`src/rtl/lpkv_pkg.sv`:
```
// ============================================================================
// lpkv_pkg
// Shared types, constants and helpers of the linear-probe key/value table.
// ============================================================================
package lpkv_pkg;

    localparam int          LPKV_CAPACITY = 1024;
    localparam int          VALUE_BYTES   = 8;
    localparam int          QUEUE_DEPTH   = 2;
    localparam logic [31:0] HASH_MUL      = 32'h045d_9f3b;

    typedef enum logic [1:0] {
        OP_SET = 2'd0,
        OP_GET = 2'd1,
        OP_ADD = 2'd2,
        OP_BAD = 2'd3
    } t_op;

    typedef enum logic [1:0] {
        ST_OK   = 2'd0,
        ST_MISS = 2'd1,
        ST_REJ  = 2'd2,
        ST_FULL = 2'd3
    } t_status;

    // One classified transaction on its way from the front to the back
    typedef struct packed {
        t_op         op;
        logic        reject;
        logic [31:0] key;
        logic [63:0] wval;
        logic [3:0]  cnt;
        logic [31:0] hash;
    } t_job;

    // Queue status seen by the front
    typedef struct packed {
        logic full;
        logic empty;
    } t_qstat;

    // One round of the multiply-xor mix
    function automatic logic [31:0] mix_round(input logic [31:0] h);
        logic [31:0] x;
        x = h ^ (h >> 16);
        return x * HASH_MUL;
    endfunction

    // Mask of the low n bytes of a 64-bit word, all ones from 8 up
    function automatic logic [63:0] byte_mask(input logic [3:0] n);
        logic [63:0] m;
        for (int i = 0; i < 8; i++) begin
            m[8*i +: 8] = (n > 4'(i)) ? 8'hff : 8'h00;
        end
        return m;
    endfunction

endpackage

```
`src/rtl/lpkv_front.sv`:
```
// ============================================================================
// lpkv_front
// Accepts transactions, checks them for rejection and hashes the key.
// ============================================================================
module lpkv_front
    import lpkv_pkg::*;
(
    input  logic        i_clk,
    input  logic        i_rst_n,
    input  logic        i_valid,
    output logic        o_stall,
    input  logic [1:0]  i_opcode,
    input  logic [31:0] i_key,
    input  logic [63:0] i_write_value,
    input  logic [3:0]  i_byte_count,
    input  logic        i_clearing,
    input  t_qstat      i_qstat,
    output logic        o_push,
    output t_job        o_job
);

    typedef enum logic [3:0] {
        F_IDLE = 4'b0001,
        F_MIX1 = 4'b0010,
        F_MIX2 = 4'b0100,
        F_PUSH = 4'b1000
    } t_fstate;

    t_fstate r_state, n_state;
    t_job    r_job;
    logic    accept;

    assign o_stall = (r_state != F_IDLE) || i_clearing;
    assign accept  = i_valid && !o_stall;
    assign o_push  = (r_state == F_PUSH) && !i_qstat.full;

    // sequencer
    always_comb begin
        n_state = r_state;
        unique case (r_state)
            F_IDLE:  if (accept) n_state = F_MIX1;
            F_MIX1:  n_state = F_MIX2;
            F_MIX2:  n_state = F_PUSH;
            F_PUSH:  if (!i_qstat.full) n_state = F_IDLE;
            default: n_state = F_IDLE;
        endcase
    end

    always_ff @(posedge i_clk) begin
        if (!i_rst_n) begin
            r_state <= F_IDLE;
        end else begin
            r_state <= n_state;
        end
    end

    // capture and classify, then two mix rounds; the final fold is combinational below
    always_ff @(posedge i_clk) begin
        unique case (r_state)
            F_IDLE: begin
                if (accept) begin
                    r_job.op     <= t_op'(i_opcode);
                    r_job.key    <= i_key;
                    r_job.wval   <= i_write_value;
                    r_job.cnt    <= i_byte_count;
                    r_job.hash   <= i_key;
                    r_job.reject <= (i_key == '0) || (t_op'(i_opcode) == OP_BAD) ||
                                    ((t_op'(i_opcode) == OP_SET) &&
                                     (i_byte_count > 4'(VALUE_BYTES)));
                end
            end
            F_MIX1:  r_job.hash <= mix_round(r_job.hash);
            F_MIX2:  r_job.hash <= mix_round(r_job.hash);
            F_PUSH:  ;
            default: ;
        endcase
    end

    always_comb begin
        o_job      = r_job;
        o_job.hash = r_job.hash ^ (r_job.hash >> 16);
    end

endmodule

```
`config.mk`:
```
export PLATFORM = sky130hd
export DESIGN_NAME = lpkv_front
export DESIGN_NICKNAME = d
export VERILOG_FILES = /design/src/rtl/lpkv_pkg.sv /design/src/rtl/lpkv_front.sv
export SDC_FILE = /design/constraint.sdc
export NUM_CORES = 1
export LEC_CHECK = 0
export BUFFER_PORTS_ARGS = -buffer_cell sky130_fd_sc_hd__buf_4
export CAP_MARGIN = 15
export CORE_MARGIN = 2
export CORE_UTILIZATION = 45
export DETAILED_ROUTE_END_ITERATION = 7
export GPL_ROUTABILITY_DRIVEN = 1
export PLACE_DENSITY = 0.66
export SLEW_MARGIN = 20
export SYNTH_ARGS = -nofsm -noshare
export SYNTH_HDL_FRONTEND = slang
export SYNTH_SLANG_ARGS = --single-unit
```
`constraint.sdc`:
```
create_clock -name i_clk -period 20.1 [get_ports i_clk]
set_input_delay 3.015 -clock i_clk [delete_from_list [all_inputs] [get_ports i_clk]]
set_output_delay 3.015 -clock i_clk [all_outputs]
set_load 0.03 [all_outputs]
```
==> qor.txt <==
Status -> complete, no violations
Worst-case clock buffer depth -> 2
Synth top area cells -> fa_1 (27%), edfxtp_1 (27%), ha_1 (14%)
EDFF count, synth -> 135
Number of max-cap violations -> 0
Slowest cell on crit path -> xnor2_1
Cts hold-fix bufs -> 0
Ys async rst share -> 0
# clock sinks -> 139
Hold wc startpoint -> r_state[2]
CP required -> 20.27 ns
Height of the die -> 187 um
Via count -> 9754
Final Hold Vio Count -> 0
Area growth syn-to-layout -> 14.6%
Final Non-Filler Cells -> 2013
DRC violations left -> 0
Worst Setup SP -> r_job[16]
Initial core utilization -> 0.460
DR pass1 iterations -> 7
Post-synthesis cell count -> 1414
HP Class -> reg -> reg
Crit Path Max Fanout -> 9
Post-route minimum period -> 7.95 ns
Clk_lat worst skew -> 0.42 ns
Hpwl dp -> 33700 um
Post-Route Skew -> 0.00979 ns
Cells after DPL -> 1980
H-tree Lvls -> 4
Antenna-violating nets left -> 0
Inserted Diodes -> 0
Worst EP arrival -> 8.12 ns
Yosys reg bits -> 139
CP Cell Sequence -> xnor2_1, inv_1, ha_1, ha_1, or2_2, ha_1, inv_1, fa_1, inv_1, ha_1, fa_1, inv_1, fa_1, fa_1, inv_1, ha_1, a21o_1, a32o_1, o21ai_2, a31oi_2, a211oi_2, a21oi_1, and4_1, or3_1
Largest net degree at the start of global routing -> 87
DR WL/cell -> 19.8 um
Top-count cell post-synth -> inv_1
Gpl congestion -> 0.929
Flop2flop setup slack -> 12.15 ns
Layout fillers -> 2953
Critical Path Start Type -> flip-flop
Final setup violation count -> 0
Synth top area share -> 0.270
Critical Path Max Stage Delay -> 0.67 ns
Synth top cells by count -> inv_1 (432), fa_1 (203), ha_1 (164)
Cell area after layout -> 17200 um2
First-pass GRT wire length -> 61300 um
Slew HR -> 0.327
Post-CTS sizing -> 0
Measured slew at the worst slew-check pin -> 1.01 ns
Num CTS Buffers -> 17
Setup TNS -> 0 ns
RSZ-0062 raised after global routing -> false
CTS root buf -> clkbuf_16
Syn Area/Cell -> 10.6 um2
CP Class -> reg -> reg
First DRT Iteration DRCs -> 595
Leading area contributor after synthesis -> fa_1
YS warnings -> 0
Port bufs -> 243
Core area -> 32700 um2
Initial antenna violation count -> 0
TritonCTS clock tree -> yes
Ys flop type -> edfxtp_1
Setup Buffers After CTS -> 0
Post-Place Cell Area -> 16600 um2
Area of the mapped netlist -> 15000 um2
R2r startpoint -> r_job[16]
CP Capture Type -> flip-flop
Vias in the first global route -> 10.4k
Die ar. -> 34900 um2
Max Fclk -> 0.126 GHz
Period utilization -> 0.396
Mapped Nets -> 1889
Fin nets -> 2033
Total GRT Usage -> 0.235
Pins Over Slew Limit -> 0
Num ports -> 245
Reg clk slew, reported paths -> 0.07 ns
Die Width -> 187 um
Fraction of layout cells with a size suffix above 1 -> 0.194
Synth unique cells -> 54
Vias/cell -> 4.85
Post-Route WL -> 39900 um
Gr ovfl total -> 0
Register area share after synthesis -> 0.275
FP Rows -> 66
flip-flops by register name, summed over array words and instances (netlist names):
name     count
o_job      103
r_job       32
r_state      4
critical path: cells and delay by family, from the launching register on:
kind / cells / cell delay (ns)
adders and majority gates: 9 / 3.56
buffers and inverters: 5 / 0.66
xor gates and xnor gates: 1 / 0.67
DFF: 1 / 0.63
AOI/OAI and AO/OA: 6 / 1.29
and+or+nand+nor: 3 / 0.84
logic make-up (layout without fill, tap and decap cells):
kind of cell	Yosys count	after routing	share of synthesized area
buffers and inverters	559	716	0.169
adders and majority gates	367	367	0.406
DFF	139	139	0.275
and+or+nand+nor	138	138	0.0437
AOI/OAI and AO/OA	114	114	0.0495
xor gates and xnor gates	95	95	0.0553
muxes	2	2	0.00133
placed cells by master, fill, tap and decap left out, types with 4 or more instances in the layout:
cell	synthesis	routed
edfxtp_1	135	135
dfxtp_1	4	4
or2_2	7	7
nor2_1	20	20
xnor2_1	62	62
o21bai_1	4	4
o21ai_0	33	33
and3_1	6	6
o31ai_1	5	5
clkbuf_16	0	17
fa_1	203	203
a21o_1	16	16
nand4_1	4	4
xor2_1	33	32
and2_1	5	5
buf_4	119	251
nor4_1	9	9
ha_1	164	164
nor3_1	7	7
nor2b_1	4	4
inv_1	432	431
a21oi_1	24	24
inv_6	0	6
nand2_1	63	63
final cells by class:
cell class | count | area (um2) | share of cell area
Clock buffer | 17 | 425 | 0.0247
Multi-Input combinational cell | 716 | 8380 | 0.486
Sequential cell | 139 | 4130 | 0.240
Tap cell | 442 | 553 | 0.0321
Inverter | 432 | 1620 | 0.0942
Clock inverter | 15 | 218 | 0.0126
Timing Repair Buffer | 252 | 1910 | 0.111
per-stage QoR:
step / utilization / hold slack (ns) / worst slack, ns
2_1_floorplan: - / 0.479 / 13.25
3_3_place_gp: 0.507 / 0.510 / 12.19
3_5_place_dp: 0.507 / 0.510 / 12.10
4_1_cts: 0.526 / 0.523 / 12.08
5_1_grt: 0.527 / 0.568 / 11.69
6_report: 0.527 / 0.528 / 12.15
per-layer routing:
layer	part of all wire	track usage	vias to the layer above
met1	0.43	0.309	4881
li1	-	-	4521
met2	0.49	0.392	302
met5	0	0	-
met4	0.026	0.0711	0
met3	0.058	0.0488	50
path summary, 6_finish.rpt:
path	depth (start not counted)	end
max reg2reg	24	r_job[30]
min	1	r_state[2]
min reg2reg	1	r_state[2]
max	24	r_job[30]
Power is left out: the tool's default activity adds up to more than one toggle a clock period on the data nets, which glitch-free logic cannot reach.
