File: src/rtl/lpkv_pkg.sv
// ============================================================================
// lpkv_pkg
// Shared types, constants and helpers of the linear-probe key/value table.
// ============================================================================
package lpkv_pkg;

    localparam int          LPKV_CAPACITY = 1024;
    localparam int          VALUE_BYTES   = 8;
    localparam int          QUEUE_DEPTH   = 2;
    localparam logic [31:0] HASH_MUL      = 32'h045d_9f3b;

    typedef enum logic [1:0] {
        OP_SET = 2'd0,
        OP_GET = 2'd1,
        OP_ADD = 2'd2,
        OP_BAD = 2'd3
    } t_op;

    typedef enum logic [1:0] {
        ST_OK   = 2'd0,
        ST_MISS = 2'd1,
        ST_REJ  = 2'd2,
        ST_FULL = 2'd3
    } t_status;

    // One classified transaction on its way from the front to the back
    typedef struct packed {
        t_op         op;
        logic        reject;
        logic [31:0] key;
        logic [63:0] wval;
        logic [3:0]  cnt;
        logic [31:0] hash;
    } t_job;

    // Queue status seen by the front
    typedef struct packed {
        logic full;
        logic empty;
    } t_qstat;

    // One round of the multiply-xor mix
    function automatic logic [31:0] mix_round(input logic [31:0] h);
        logic [31:0] x;
        x = h ^ (h >> 16);
        return x * HASH_MUL;
    endfunction

    // Mask of the low n bytes of a 64-bit word, all ones from 8 up
    function automatic logic [63:0] byte_mask(input logic [3:0] n);
        logic [63:0] m;
        for (int i = 0; i < 8; i++) begin
            m[8*i +: 8] = (n > 4'(i)) ? 8'hff : 8'h00;
        end
        return m;
    endfunction

endpackage

File: src/rtl/lpkv_fifo.sv
// ============================================================================
// lpkv_fifo
// Short queue of classified jobs between the front and the back.
// ============================================================================
module lpkv_fifo
    import lpkv_pkg::*;
(
    input  logic   i_clk,
    input  logic   i_rst_n,
    input  logic   i_push,
    input  t_job   i_wdata,
    input  logic   i_pop,
    output t_job   o_rdata,
    output t_qstat o_stat
);

    localparam int AW = (QUEUE_DEPTH > 1) ? $clog2(QUEUE_DEPTH) : 1;
    localparam int CW = $clog2(QUEUE_DEPTH + 1);

    t_job          r_mem [QUEUE_DEPTH];
    logic [AW-1:0] r_wp, r_rp;
    logic [CW-1:0] r_cnt;

    // pointers and fill level
    always_ff @(posedge i_clk) begin
        if (!i_rst_n) begin
            r_wp  <= '0;
            r_rp  <= '0;
            r_cnt <= '0;
        end else begin
            if (i_push) r_wp <= (r_wp == AW'(QUEUE_DEPTH - 1)) ? '0 : r_wp + 1'b1;
            if (i_pop)  r_rp <= (r_rp == AW'(QUEUE_DEPTH - 1)) ? '0 : r_rp + 1'b1;
            r_cnt <= r_cnt + CW'(i_push) - CW'(i_pop);
        end
    end

    // storage
    always_ff @(posedge i_clk) begin
        if (i_push) r_mem[r_wp] <= i_wdata;
    end

    assign o_rdata      = r_mem[r_rp];
    assign o_stat.full  = (r_cnt == CW'(QUEUE_DEPTH));
    assign o_stat.empty = (r_cnt == '0);

endmodule

File: config.mk
export PLATFORM = sky130hd
export DESIGN_NAME = lpkv_fifo
export DESIGN_NICKNAME = d
export VERILOG_FILES = /design/src/rtl/lpkv_pkg.sv /design/src/rtl/lpkv_fifo.sv
export SDC_FILE = /design/constraint.sdc
export NUM_CORES = 1
export LEC_CHECK = 0
export BUFFER_PORTS_ARGS = -buffer_cell sky130_fd_sc_hd__buf_4
export CORE_MARGIN = 2
export CORE_UTILIZATION = 55
export CTS_BUF_LIST = sky130_fd_sc_hd__clkbuf_2 sky130_fd_sc_hd__clkbuf_4 sky130_fd_sc_hd__clkbuf_8
export DETAILED_ROUTE_END_ITERATION = 16
export PLACE_DENSITY = 0.83
export SLEW_MARGIN = 40
export SYNTH_ARGS = -nofsm -noshare
export SYNTH_HDL_FRONTEND = slang
export SYNTH_SLANG_ARGS = --single-unit
File: constraint.sdc
create_clock -name i_clk -period 14.5 [get_ports i_clk]
set_input_delay 0.725 -clock i_clk [delete_from_list [all_inputs] [get_ports i_clk]]
set_output_delay 0.725 -clock i_clk [all_outputs]
set_load 0.02 [all_outputs]
==> run summary, run 1 <==
Max Root-Sink Buffers = 3
Initial drt markers = 238
DRC errors left = 0
Worst path slowest cell = dfxtp_4
Commonest non-fill, non-tap cell in the layout = buf_4
Mux cell area share after synthesis = 16.8%
PD cells = 136 nW/um2
Metal-1 WL = 7.02 mm
Via density per instance = 5.13
Post-Synth Simple-Gate Area = 0.530%
Crit-path cells = buf_6, mux2_2, buf_4
First-pass iteration count of the detailed router = 4
Initial Utilization = 56.4%
CTS sink count = 275
Die ar. = 19,600 um2
Post CTS Setup Buffer Count = 0
Core box area = 18,000 um2
Root Buffer = clkbuf_8
Slew headroom = 45.5%
Outcome = completed
Global Route Usage Sum = 20.1%
Placer Congestion = 0.773
WL final = 20.0 mm
Top Metal Used = met4
Fillers = 1,033
Max Cap Violations = 0
Final hold vios = 0
CP endpoint kind = primary output
Initial antenna violation count = 1
Wire length of the first global-routing pass = 30.3 mm
Post-CTS Resized = 0
Clock Skew = 27.8 ps
CP peak stage delay = 620 ps
PortBufs = 275
CP max FO = 61
Pin slew with the least headroom to its limit = 816 ps
Grt ovf = 0
ANT nets after route = 0
Nets = 892
Post-Place Cell Area = 12,500 um2
Multi-input gate area = 1840 um2
Startpoint Class = flip-flop
Met3 wire len = 2.16 mm
Total CTS buffers = 42
Clock transition at the registers of the reported paths = 60 ps
Synth Instances = 441
TNS Setup = 0 ps
Routed WL per cell = 19.7 um
Die width = 140 um
WL met2 = 10.4 mm
Post-layout min period = 3170 ps
Data arrival time of the worst path = 2450 ps
Yosys reg bits = 275
# hold bufs at CTS = 0
CTS H-tree depth = 2
Largest family of logic cells by synthesized area = multiplexers
Dpl hpwl = 13.6 mm
I/O pin total = 276
Synth Cell Area = 10,200 um2
Unique masters post-synth = 14
CTS tree = yes
Vias in the first global route = 5,809
Net Count, Synth = 582
Crit path required time = 13,780 ps
Proportion of layout cells with a drive suffix above 1 = 61.8%
Period utilization = 21.9%
Die Height = 140 um
Hold Path Class = primary input to flip-flop
Worst-Skew Late Latency = 530 ps
RSZ-0062 raised after global routing = no
Sequential Area = 8210 um2
Row cnt = 49
Largest net degree at the start of global routing = 62
Critical path class = flip-flop to primary output
Post-synthesis adder-cell area fraction = 0.246%
Leakage = 5.15 nW
Final setup viols = 0
Peak supply drop = 0.000133 V
Syn avg cell area = 23.0 um2
YS warnings = 0
Post-route cell area = 13,300 um2
Slew Viols, Final = 0
Area Overhead vs Synth = 31.2%
Seq/Total Area, Yosys = 80.8%
Via count = 5,209
Post-synthesis compound-gate area fraction = 0.0739%
Post-Synth XOR/XNOR Area = 0.308%
Max Freq = 315 MHz
Most frequent cells in the layout = buf_4 (278), edfxtp_1 (270), mux2_2 (85)
[sequential cells by signal (all words and copies together), names as in the netlist, named ones only]
name,cells
r_cnt,2
r_wp,1
r_rp,1
r_mem,270
[stage by stage]
stage	util, %	std cells	hold WS, ps	power (mW)	setup slack (ps)
3_5_place_dp	69.2	936	567	1.21	11090
4_1_cts	73.9	1014	347	1.83	11300
6_report	73.9	1015	370	1.81	11330
5_1_grt	73.9	1014	348	1.88	11220
2_1_floorplan	-	441	555	1.10	7250
3_3_place_gp	69.0	934	559	1.20	11170
[Yosys cell counts, drive strengths merged]
master    n  area, um2
edfxtp  270       8110
mux2    135       1710
buf      15        119
dfxtp     5        100
and2      4       25.0
nor2b     4       25.0
ha        2       25.0
inv       2       7.51
nor2      1       3.75
o21a      1       7.51
xnor3     1       22.5
xor2      1       8.76
[per-layer routing]
layer	track usage (%)	up-vias
li1	-	2387
met1	21.6	2532
met2	35.3	250
met3	9.06	40
met4	7.21	0
met5	0	-
[where the power goes]
group | leakage [nW] | internal [mW] | switching, mW
sequential | 2.58 | 0.920 | 0.0143
combinational | 2.13 | 0.127 | 0.129
clock | 0.448 | 0.345 | 0.277
total | 5.15 | 1.39 | 0.420
[final timing paths]
kind,endpoint,cells after the start,from,slack (ps)
min,r_mem[0][63],1,i_wdata[63],370
max reg2reg,r_mem[0][108],3,r_wp,11590
max,o_rdata[130],3,flip-flop,11330
min reg2reg,flip-flop,2,r_rp,590
[kinds of logic (layout without fill, tap and decap cells)]
logic type,count (synthesis),in the layout
muxes,135,135
buffers and inverters,17,361
xor gates and xnor gates,2,2
AOI/OAI and AO/OA,1,1
DFF,275,275
and+or+nand+nor,9,9
other,0,1
adders and majority gates,2,2
[worst max-delay path: cells and delay by family (launching register included)]
kind                   cells  cell delay, ps
flip-flops                 1             620
buffers and inverters      2             770
multiplexers               1             410
[final cells by class]
type | instances | share of cell area, %
Clock buffer | 59 | 5.48
Timing Repair Buffer | 281 | 16.0
Tap cell | 229 | 2.15
Inverter | 2 | 0.0563
Sequential cell | 275 | 61.6
Multi-Input combinational cell | 149 | 13.8
Antenna cell | 1 | 0.0188
Clock inverter | 19 | 0.845
No activity file was read; power rests on OpenSTA's default activity.
==> run 2: changes to the inputs <==
--- a/config.mk
+++ b/config.mk
@@ -7,10 +7,10 @@
 export LEC_CHECK = 0
 export BUFFER_PORTS_ARGS = -buffer_cell sky130_fd_sc_hd__buf_4
 export CORE_MARGIN = 2
-export CORE_UTILIZATION = 55
+export CORE_UTILIZATION = 54
 export CTS_BUF_LIST = sky130_fd_sc_hd__clkbuf_2 sky130_fd_sc_hd__clkbuf_4 sky130_fd_sc_hd__clkbuf_8
 export DETAILED_ROUTE_END_ITERATION = 16
-export PLACE_DENSITY = 0.83
+export PLACE_DENSITY = 0.82
 export SLEW_MARGIN = 40
 export SYNTH_ARGS = -nofsm -noshare
 export SYNTH_HDL_FRONTEND = slang
==> constraint.sdc (replaced) <==
create_clock -name i_clk -period 3 [get_ports i_clk]
set_input_delay 0.15 -clock i_clk [delete_from_list [all_inputs] [get_ports i_clk]]
set_output_delay 0.15 -clock i_clk [all_outputs]
set_load 0.02 [all_outputs]
==> run summary, run 2 (synthesized netlist as in run 1, its figures left out) <==
Fin Hold WS = 358 ps (-12.3 ps)
Sw Ratio = 23.3% (+0.11 points)
Routed WL per cell = 20.1 um (+2.0%)
DRC errors left = 0 (unchanged)
Proportion of layout cells with a drive suffix above 1 = 52.4% (-9.3 points)
Nets = 1,032 (+16%)
CP peak stage delay = 570 ps (-50 ps)
Initial drt markers = 281 (+18%)
Leakage = 5.73 nW (+11%)
TNS Setup = 0 ps (unchanged)
Gate power share = 15.7% (+1.6 points)
Global Route Usage Sum = 22.8% (+2.7 points)
Outcome = completed
Critical path class = flip-flop to primary output
Clock Skew = 19.2 ps (-8.67 ps)
Final hold vios = 0 (unchanged)
Worst-Skew Late Latency = 530 ps (about the same)
Power share of the clock group = 34.1% (-0.2 points)
Total power draw = 9.00 mW (+400%)
Core box area = 18,600 um2 (+3.1%)
Net load switching power = 2.10 mW (+400%)
Peak supply drop = 0.000510 V (+280%)
Seq pwr share = 50.2% (-1.4 points)
PortBufs = 275 (unchanged)
Vias in the first global route = 6,431 (+11%)
CP endpoint kind = primary output
N_diodes = 0 (-1)
Multi-input gate area = 1840 um2 (unchanged)
CP max FO = 78 (+28%)
Max Cap Violations = 0 (unchanged)
Largest register FFs = 270 (unchanged)
Pin slew with the least headroom to its limit = 703 ps (-112 ps)
Die width = 141 um (+0.90%)
Via density per instance = 5.05 (-1.6%)
Clock transition at the registers of the reported paths = 60 ps (about the same)
Total CTS buffers = 43 (+2.4%)
Wire length of the first global-routing pass = 34.8 mm (+15%)
CTS sink count = 275 (unchanged)
Dpl hpwl = 13.1 mm (-3.3%)
Pre-CTS WS = 1170 ps (-9920 ps)
Setup ws final = 619 ps (-10,710 ps)
Period utilization = 79.4%
CTS H-tree depth = 2 (unchanged)
Row cnt = 50 (+2.0%)
Max Root-Sink Buffers = 3 (unchanged)
Startpoint Class = flip-flop
Internal power = 6.91 mW (+400%)
Commonest non-fill, non-tap cell in the layout = buf_4
CTS tree = yes
I/O pin total = 276 (unchanged)
Max Freq = 420 MHz
RSZ-0062 raised after global routing = no
Hold path cells = 2 (+1)
Post CTS Setup Buffer Count = 0 (unchanged)
Initial Utilization = 54.7% (-1.7 points)
Crit-path cells = buf_12, mux2_2, buf_4
Top Registers = r_mem: 270 flops, r_cnt: 2 flops
Largest net degree at the start of global routing = 124 (+100%)
Fillers = 910 (-12%)
Placer Congestion = 0.773 (about the same)
Hold Path Class = primary input to flip-flop
Largest reg by FF count = r_mem
WL final = 23.2 mm (+16%)
R2R depth = 2 (-1)
Most frequent cells in the layout = buf_4 (277), edfxtp_1 (270), dlygate4sd3_1 (139)
ANT nets after route = 0 (unchanged)
Post-layout min period = 2380 ps
Grt ovf = 0 (unchanged)
Final setup viols = 0 (unchanged)
Via count = 5,822 (+12%)
Post-CTS Resized = 0 (unchanged)
Area Overhead vs Synth = 45.0%
Data arrival time of the worst path = 2230 ps (-220 ps)
Initial antenna violation count = 0 (-1)
Root Buffer = clkbuf_8
Worst path slowest cell = dfxtp_4
Crit path required time = 2850 ps (-10,930 ps)
First-pass iteration count of the detailed router = 4 (unchanged)
Slew headroom = 53.1% (+7.6 points)
Die ar. = 19,900 um2 (+1.8%)
PD cells = 611 nW/um2 (+350%)
Die Height = 141 um (+0.90%)
# hold bufs at CTS = 139 (+139)
Slew Viols, Final = 0 (unchanged)
Sequential Area = 8210 um2 (unchanged)
[run 2: worst max-delay path: cells and delay by family (launching register included)]
family / cells / cell delay, ps
buffers and inverters: 2 / 600
multiplexers: 1 / 420
flip-flops: 1 / 570
[run 2: layout make-up]
type | instances | area share (%)
Sequential cell | 275 | 55.7
Timing Repair Buffer | 420 | 24.1
Multi-Input combinational cell | 149 | 12.5
Clock buffer | 59 | 4.92
Tap cell | 234 | 1.99
Clock inverter | 14 | 0.730
Inverter | 2 | 0.0510
[run 2: final timing paths]
path / from / endpoint / slack (ps)
setup / recovery: flip-flop / o_rdata[47] / 620
hold / removal: i_wdata[91] / r_mem[0][91] / 360
setup reg to reg: r_wp / r_mem[1][34] / 1300
hold reg to reg: r_rp / r_rp / 580
[run 2: metal layers]
layer / track usage [%] / wire length [um] / up-vias
li1: - / - / 2649
met1: 27.3 / 8890 / 2856
met2: 39.4 / 11800 / 273
met3: 7.34 / 1910 / 44
met4: 7.68 / 625 / 0
met5: 0 / 0 / -
[run 2: power groups by stage]
| stage | Combinational, mW | Clock [mW] | Sequential, mW |
|---|---|---|---|
| after floorplan | 0.715 | 0 | 4.57 |
| after global placement | 1.21 | 0 | 4.58 |
| after detailed placement | 1.24 | 0 | 4.59 |
| after CTS | 1.40 | 3.11 | 4.51 |
| after global routing | 1.49 | 3.31 | 4.53 |
| final | 1.41 | 3.07 | 4.52 |
[run 2: metrics by stage]
step	util, %	instances	instance area (um2)
after floorplan	-	441	10200
after global placement	67.3	941	12500
after detailed placement	67.3	941	12500
after CTS	79.3	1153	14700
after global routing	79.3	1153	14700
final	79.3	1153	14700
==> run 3: changes to the inputs <==
--- a/config.mk
+++ b/config.mk
@@ -5,12 +5,13 @@
 export SDC_FILE = /design/constraint.sdc
 export NUM_CORES = 1
 export LEC_CHECK = 0
+export ABC_AREA = 1
 export BUFFER_PORTS_ARGS = -buffer_cell sky130_fd_sc_hd__buf_4
 export CORE_MARGIN = 2
-export CORE_UTILIZATION = 54
+export CORE_UTILIZATION = 49
 export CTS_BUF_LIST = sky130_fd_sc_hd__clkbuf_2 sky130_fd_sc_hd__clkbuf_4 sky130_fd_sc_hd__clkbuf_8
 export DETAILED_ROUTE_END_ITERATION = 16
-export PLACE_DENSITY = 0.82
+export PLACE_DENSITY = 0.78
 export SLEW_MARGIN = 40
 export SYNTH_ARGS = -nofsm -noshare
 export SYNTH_HDL_FRONTEND = slang
==> constraint.sdc (replaced) <==
create_clock -name i_clk -period 2 [get_ports i_clk]
set_input_delay 0.1 -clock i_clk [delete_from_list [all_inputs] [get_ports i_clk]]
set_output_delay 0.1 -clock i_clk [all_outputs]
set_load 0.02 [all_outputs]
==> run summary, run 3 <==
Routed WL per cell = 19.0 um (-5.7%)
R2R depth = 7 (+5)
I/O pin total = 276 (unchanged)
CTS tree = yes
Pre-CTS WS = 507 ps (-662 ps)
Initial drt markers = 315 (+12%)
Post-layout min period = 1900 ps
CTS sink count = 275 (unchanged)
Max Freq = 526 MHz
CP endpoint kind = primary output
Post-CTS Resized = 0 (unchanged)
Top cells by count, synth = edfxtp_1 (270), mux2_2 (85), mux2_4 (50)
Max Cap Violations = 0 (unchanged)
Synth Cell Area = 10,200 um2 (about the same)
Syn avg cell area = 22.4 um2 (-2.8%)
RR Startpoint = r_cnt[0]
Proportion of layout cells with a drive suffix above 1 = 52.4% (-0.057 points)
Top FF cell, synth = edfxtp_1
Top Registers = r_mem: 270 flops, r_cnt: 2 flops
Total CTS buffers = 44 (+2.3%)
Peak supply drop = 0.000777 V (+52%)
First-pass iteration count of the detailed router = 4 (unchanged)
Via count = 5,949 (+2.2%)
Commonest non-fill, non-tap cell in the layout = buf_4
Leading area contributor after synthesis = edfxtp_1
Dpl hpwl = 13.3 mm (+1.7%)
Hold Crit Start = i_wdata[45]
CTS H-tree depth = 2 (unchanged)
Seq/Total Area, Yosys = 80.8% (about the same)
Fillers = 1,143 (+26%)
Hold path cells = 2 (unchanged)
Net Count, Synth = 595 (+2.2%)
Wire length of the first global-routing pass = 34.9 mm (+0.40%)
Ranking of synthesized cells by area = edfxtp_1 (80%), mux2_2 (9.4%), mux2_4 (7.4%), dfxtp_1 (0.98%), buf_6 (0.78%)
Setup ws final = 100 ps (-518 ps)
Clock transition at the registers of the reported paths = 60 ps (about the same)
Global Route Usage Sum = 20.6% (-2.2 points)
Crit-path cells = buf_12, mux2_2, buf_4
WL final = 23.0 mm (-0.88%)
Startpoint Class = flip-flop
Largest net degree at the start of global routing = 87 (-30%)
FF-to-FF End = r_cnt[0]
Vias in the first global route = 6,591 (+2.5%)
Area Overhead vs Synth = 46.3%
Largest register FFs = 270 (unchanged)
Via density per instance = 4.91 (-2.8%)
Worst R2R Setup Slack = 270 ps (-1030 ps)
CP max FO = 31 (-60%)
Period utilization = 95.0%
Initial Utilization = 50.1% (-4.6 points)
Die width = 148 um (+4.9%)
Die Height = 148 um (+4.9%)
Row cnt = 52 (+4.0%)
Yosys reg bits = 275 (unchanged)
Synth top area share = 79.8% (about the same)
Placer Congestion = 0.744 (-3.8%)
Die ar. = 21,900 um2 (+9.9%)
Worst path slowest cell = dfxtp_4
RSZ-0062 raised after global routing = no
Root Buffer = clkbuf_8
YS warnings = 0 (unchanged)
Largest reg by FF count = r_mem
CP peak stage delay = 450 ps (-120 ps)
Unique masters post-synth = 12 (-2)
Critical path class = flip-flop to primary output
Synth async-reset ratio = 0% (unchanged)
Clock Skew = 22.3 ps (+3.19 ps)
Nets = 1,054 (+2.1%)
CP delay by family, top = flip-flops
Slew headroom = 63.8% (+11 points)
Final setup viols = 0 (unchanged)
PD cells = 880 nW/um2 (+44%)
Grt ovf = 0 (unchanged)
Most frequent cells in the layout = buf_4 (280), edfxtp_1 (270), dlygate4sd3_1 (139)
Pin slew with the least headroom to its limit = 543 ps (-161 ps)
Hold Path Class = primary input to flip-flop
PortBufs = 275 (unchanged)
Most common cell in the netlist = edfxtp_1
Final hold vios = 0 (unchanged)
Sum of buffers and inverters on the critical path = 2 (unchanged)
Slew Viols, Final = 0 (unchanged)
Number of enable flip-flop cells after synthesis = 270 (unchanged)
WHS Endpoint = r_mem[0][45]
Post-route cell area = 14,900 um2 (+0.91%)
Outcome = completed
DRC errors left = 0 (unchanged)
Initial antenna violation count = 1 (+1)
Synth Instances = 454 (+2.9%)
Leakage = 5.78 nW (+0.91%)
Post-Place Cell Area = 12,600 um2 (+1.1%)
ANT nets after route = 0 (unchanged)
Core box area = 20,300 um2 (+9.3%)
Max Root-Sink Buffers = 3 (unchanged)
Crit path required time = 1900 ps (-950 ps)
Data arrival time of the worst path = 1800 ps (-430 ps)
Worst-Skew Late Latency = 540 ps (about the same)
-- run 3: cell types whose count changed in the layout (fill, tap and decap cells not counted), sizes merged, moves of 4 or more --
| cell | change |
|---|---|
| nor2 | +8 |
| nand2 | +8 |
| nor2b | -4 |
| and2 | -4 |
| buf | +8 |
| inv | +5 |
-- run 3: per-layer routing --
metal	global-route usage, %	routed length, um
met5	0	0
met4	7.33	652
met3	5.52	1630
met2	36.6	11900
met1	24.2	8870
-- run 3: final cells by class --
cell class / count / area [um2] / area share, %
Antenna cell: 1 / 2.50 / 0.0168
Inverter: 8 / 33.8 / 0.227
Sequential cell: 275 / 8210 / 55.3
Timing Repair Buffer: 428 / 3670 / 24.7
Multi-Input combinational cell: 156 / 1820 / 12.2
Clock inverter: 17 / 77.6 / 0.522
Tap cell: 270 / 338 / 2.27
Clock buffer: 57 / 709 / 4.77
-- run 3: power by group --
part	switching, mW	internal [mW]	total (mW)
logic	0.932	1.02	1.95
registers	0.0922	6.68	6.77
clock network	2.05	2.30	4.35
total	3.08	10.0	13.1
-- run 3: repair_timing --
item | CTS | global route
endpoints found under the hold margin | 275 | 0
setup endpoints to repair | 96 | 0
buffers inserted | 4 | 0
hold buffers | 139 | 0
-- run 3: per-stage QoR --
step | total power, mW | hold slack, ps | std cells | utilization [%] | setup TNS (ps)
final | 13.1 | 287 | 1212 | 73.2 | 0
after CTS | 13.1 | 252 | 1211 | 73.2 | 0
after global routing | 13.5 | 265 | 1212 | 73.2 | 0
after floorplan | 7.79 | 193 | 454 | - | -205130
after detailed placement | 8.58 | 288 | 994 | 62.3 | 0
after global placement | 8.52 | 285 | 994 | 62.3 | 0
-- run 3: kinds of logic after synthesis --
logic type | after synthesis | share of synthesized area [%]
DFF | 275 | 80.8
AOI/OAI and AO/OA | 1 | 0.0492
adders and majority gates | 2 | 0.246
muxes | 135 | 16.8
and+or+nand+nor | 18 | 0.677
buffers and inverters | 23 | 1.47
-- run 3: worst max-delay path by stage --
| stage | startpoint | end | slack, ps | cells past startpoint |
|---|---|---|---|---|
| final | flip-flop | o_rdata[30] | 100 | 3 |
| after global routing | flip-flop | o_rdata[30] | 5 | 3 |
| after CTS | flip-flop | o_rdata[66] | 40 | 3 |
| after detailed placement | flip-flop | o_rdata[66] | 510 | 3 |
| after global placement | flip-flop | o_rdata[66] | 520 | 3 |
| after floorplan | r_wp | r_mem[1][0] | -790 | 2 |
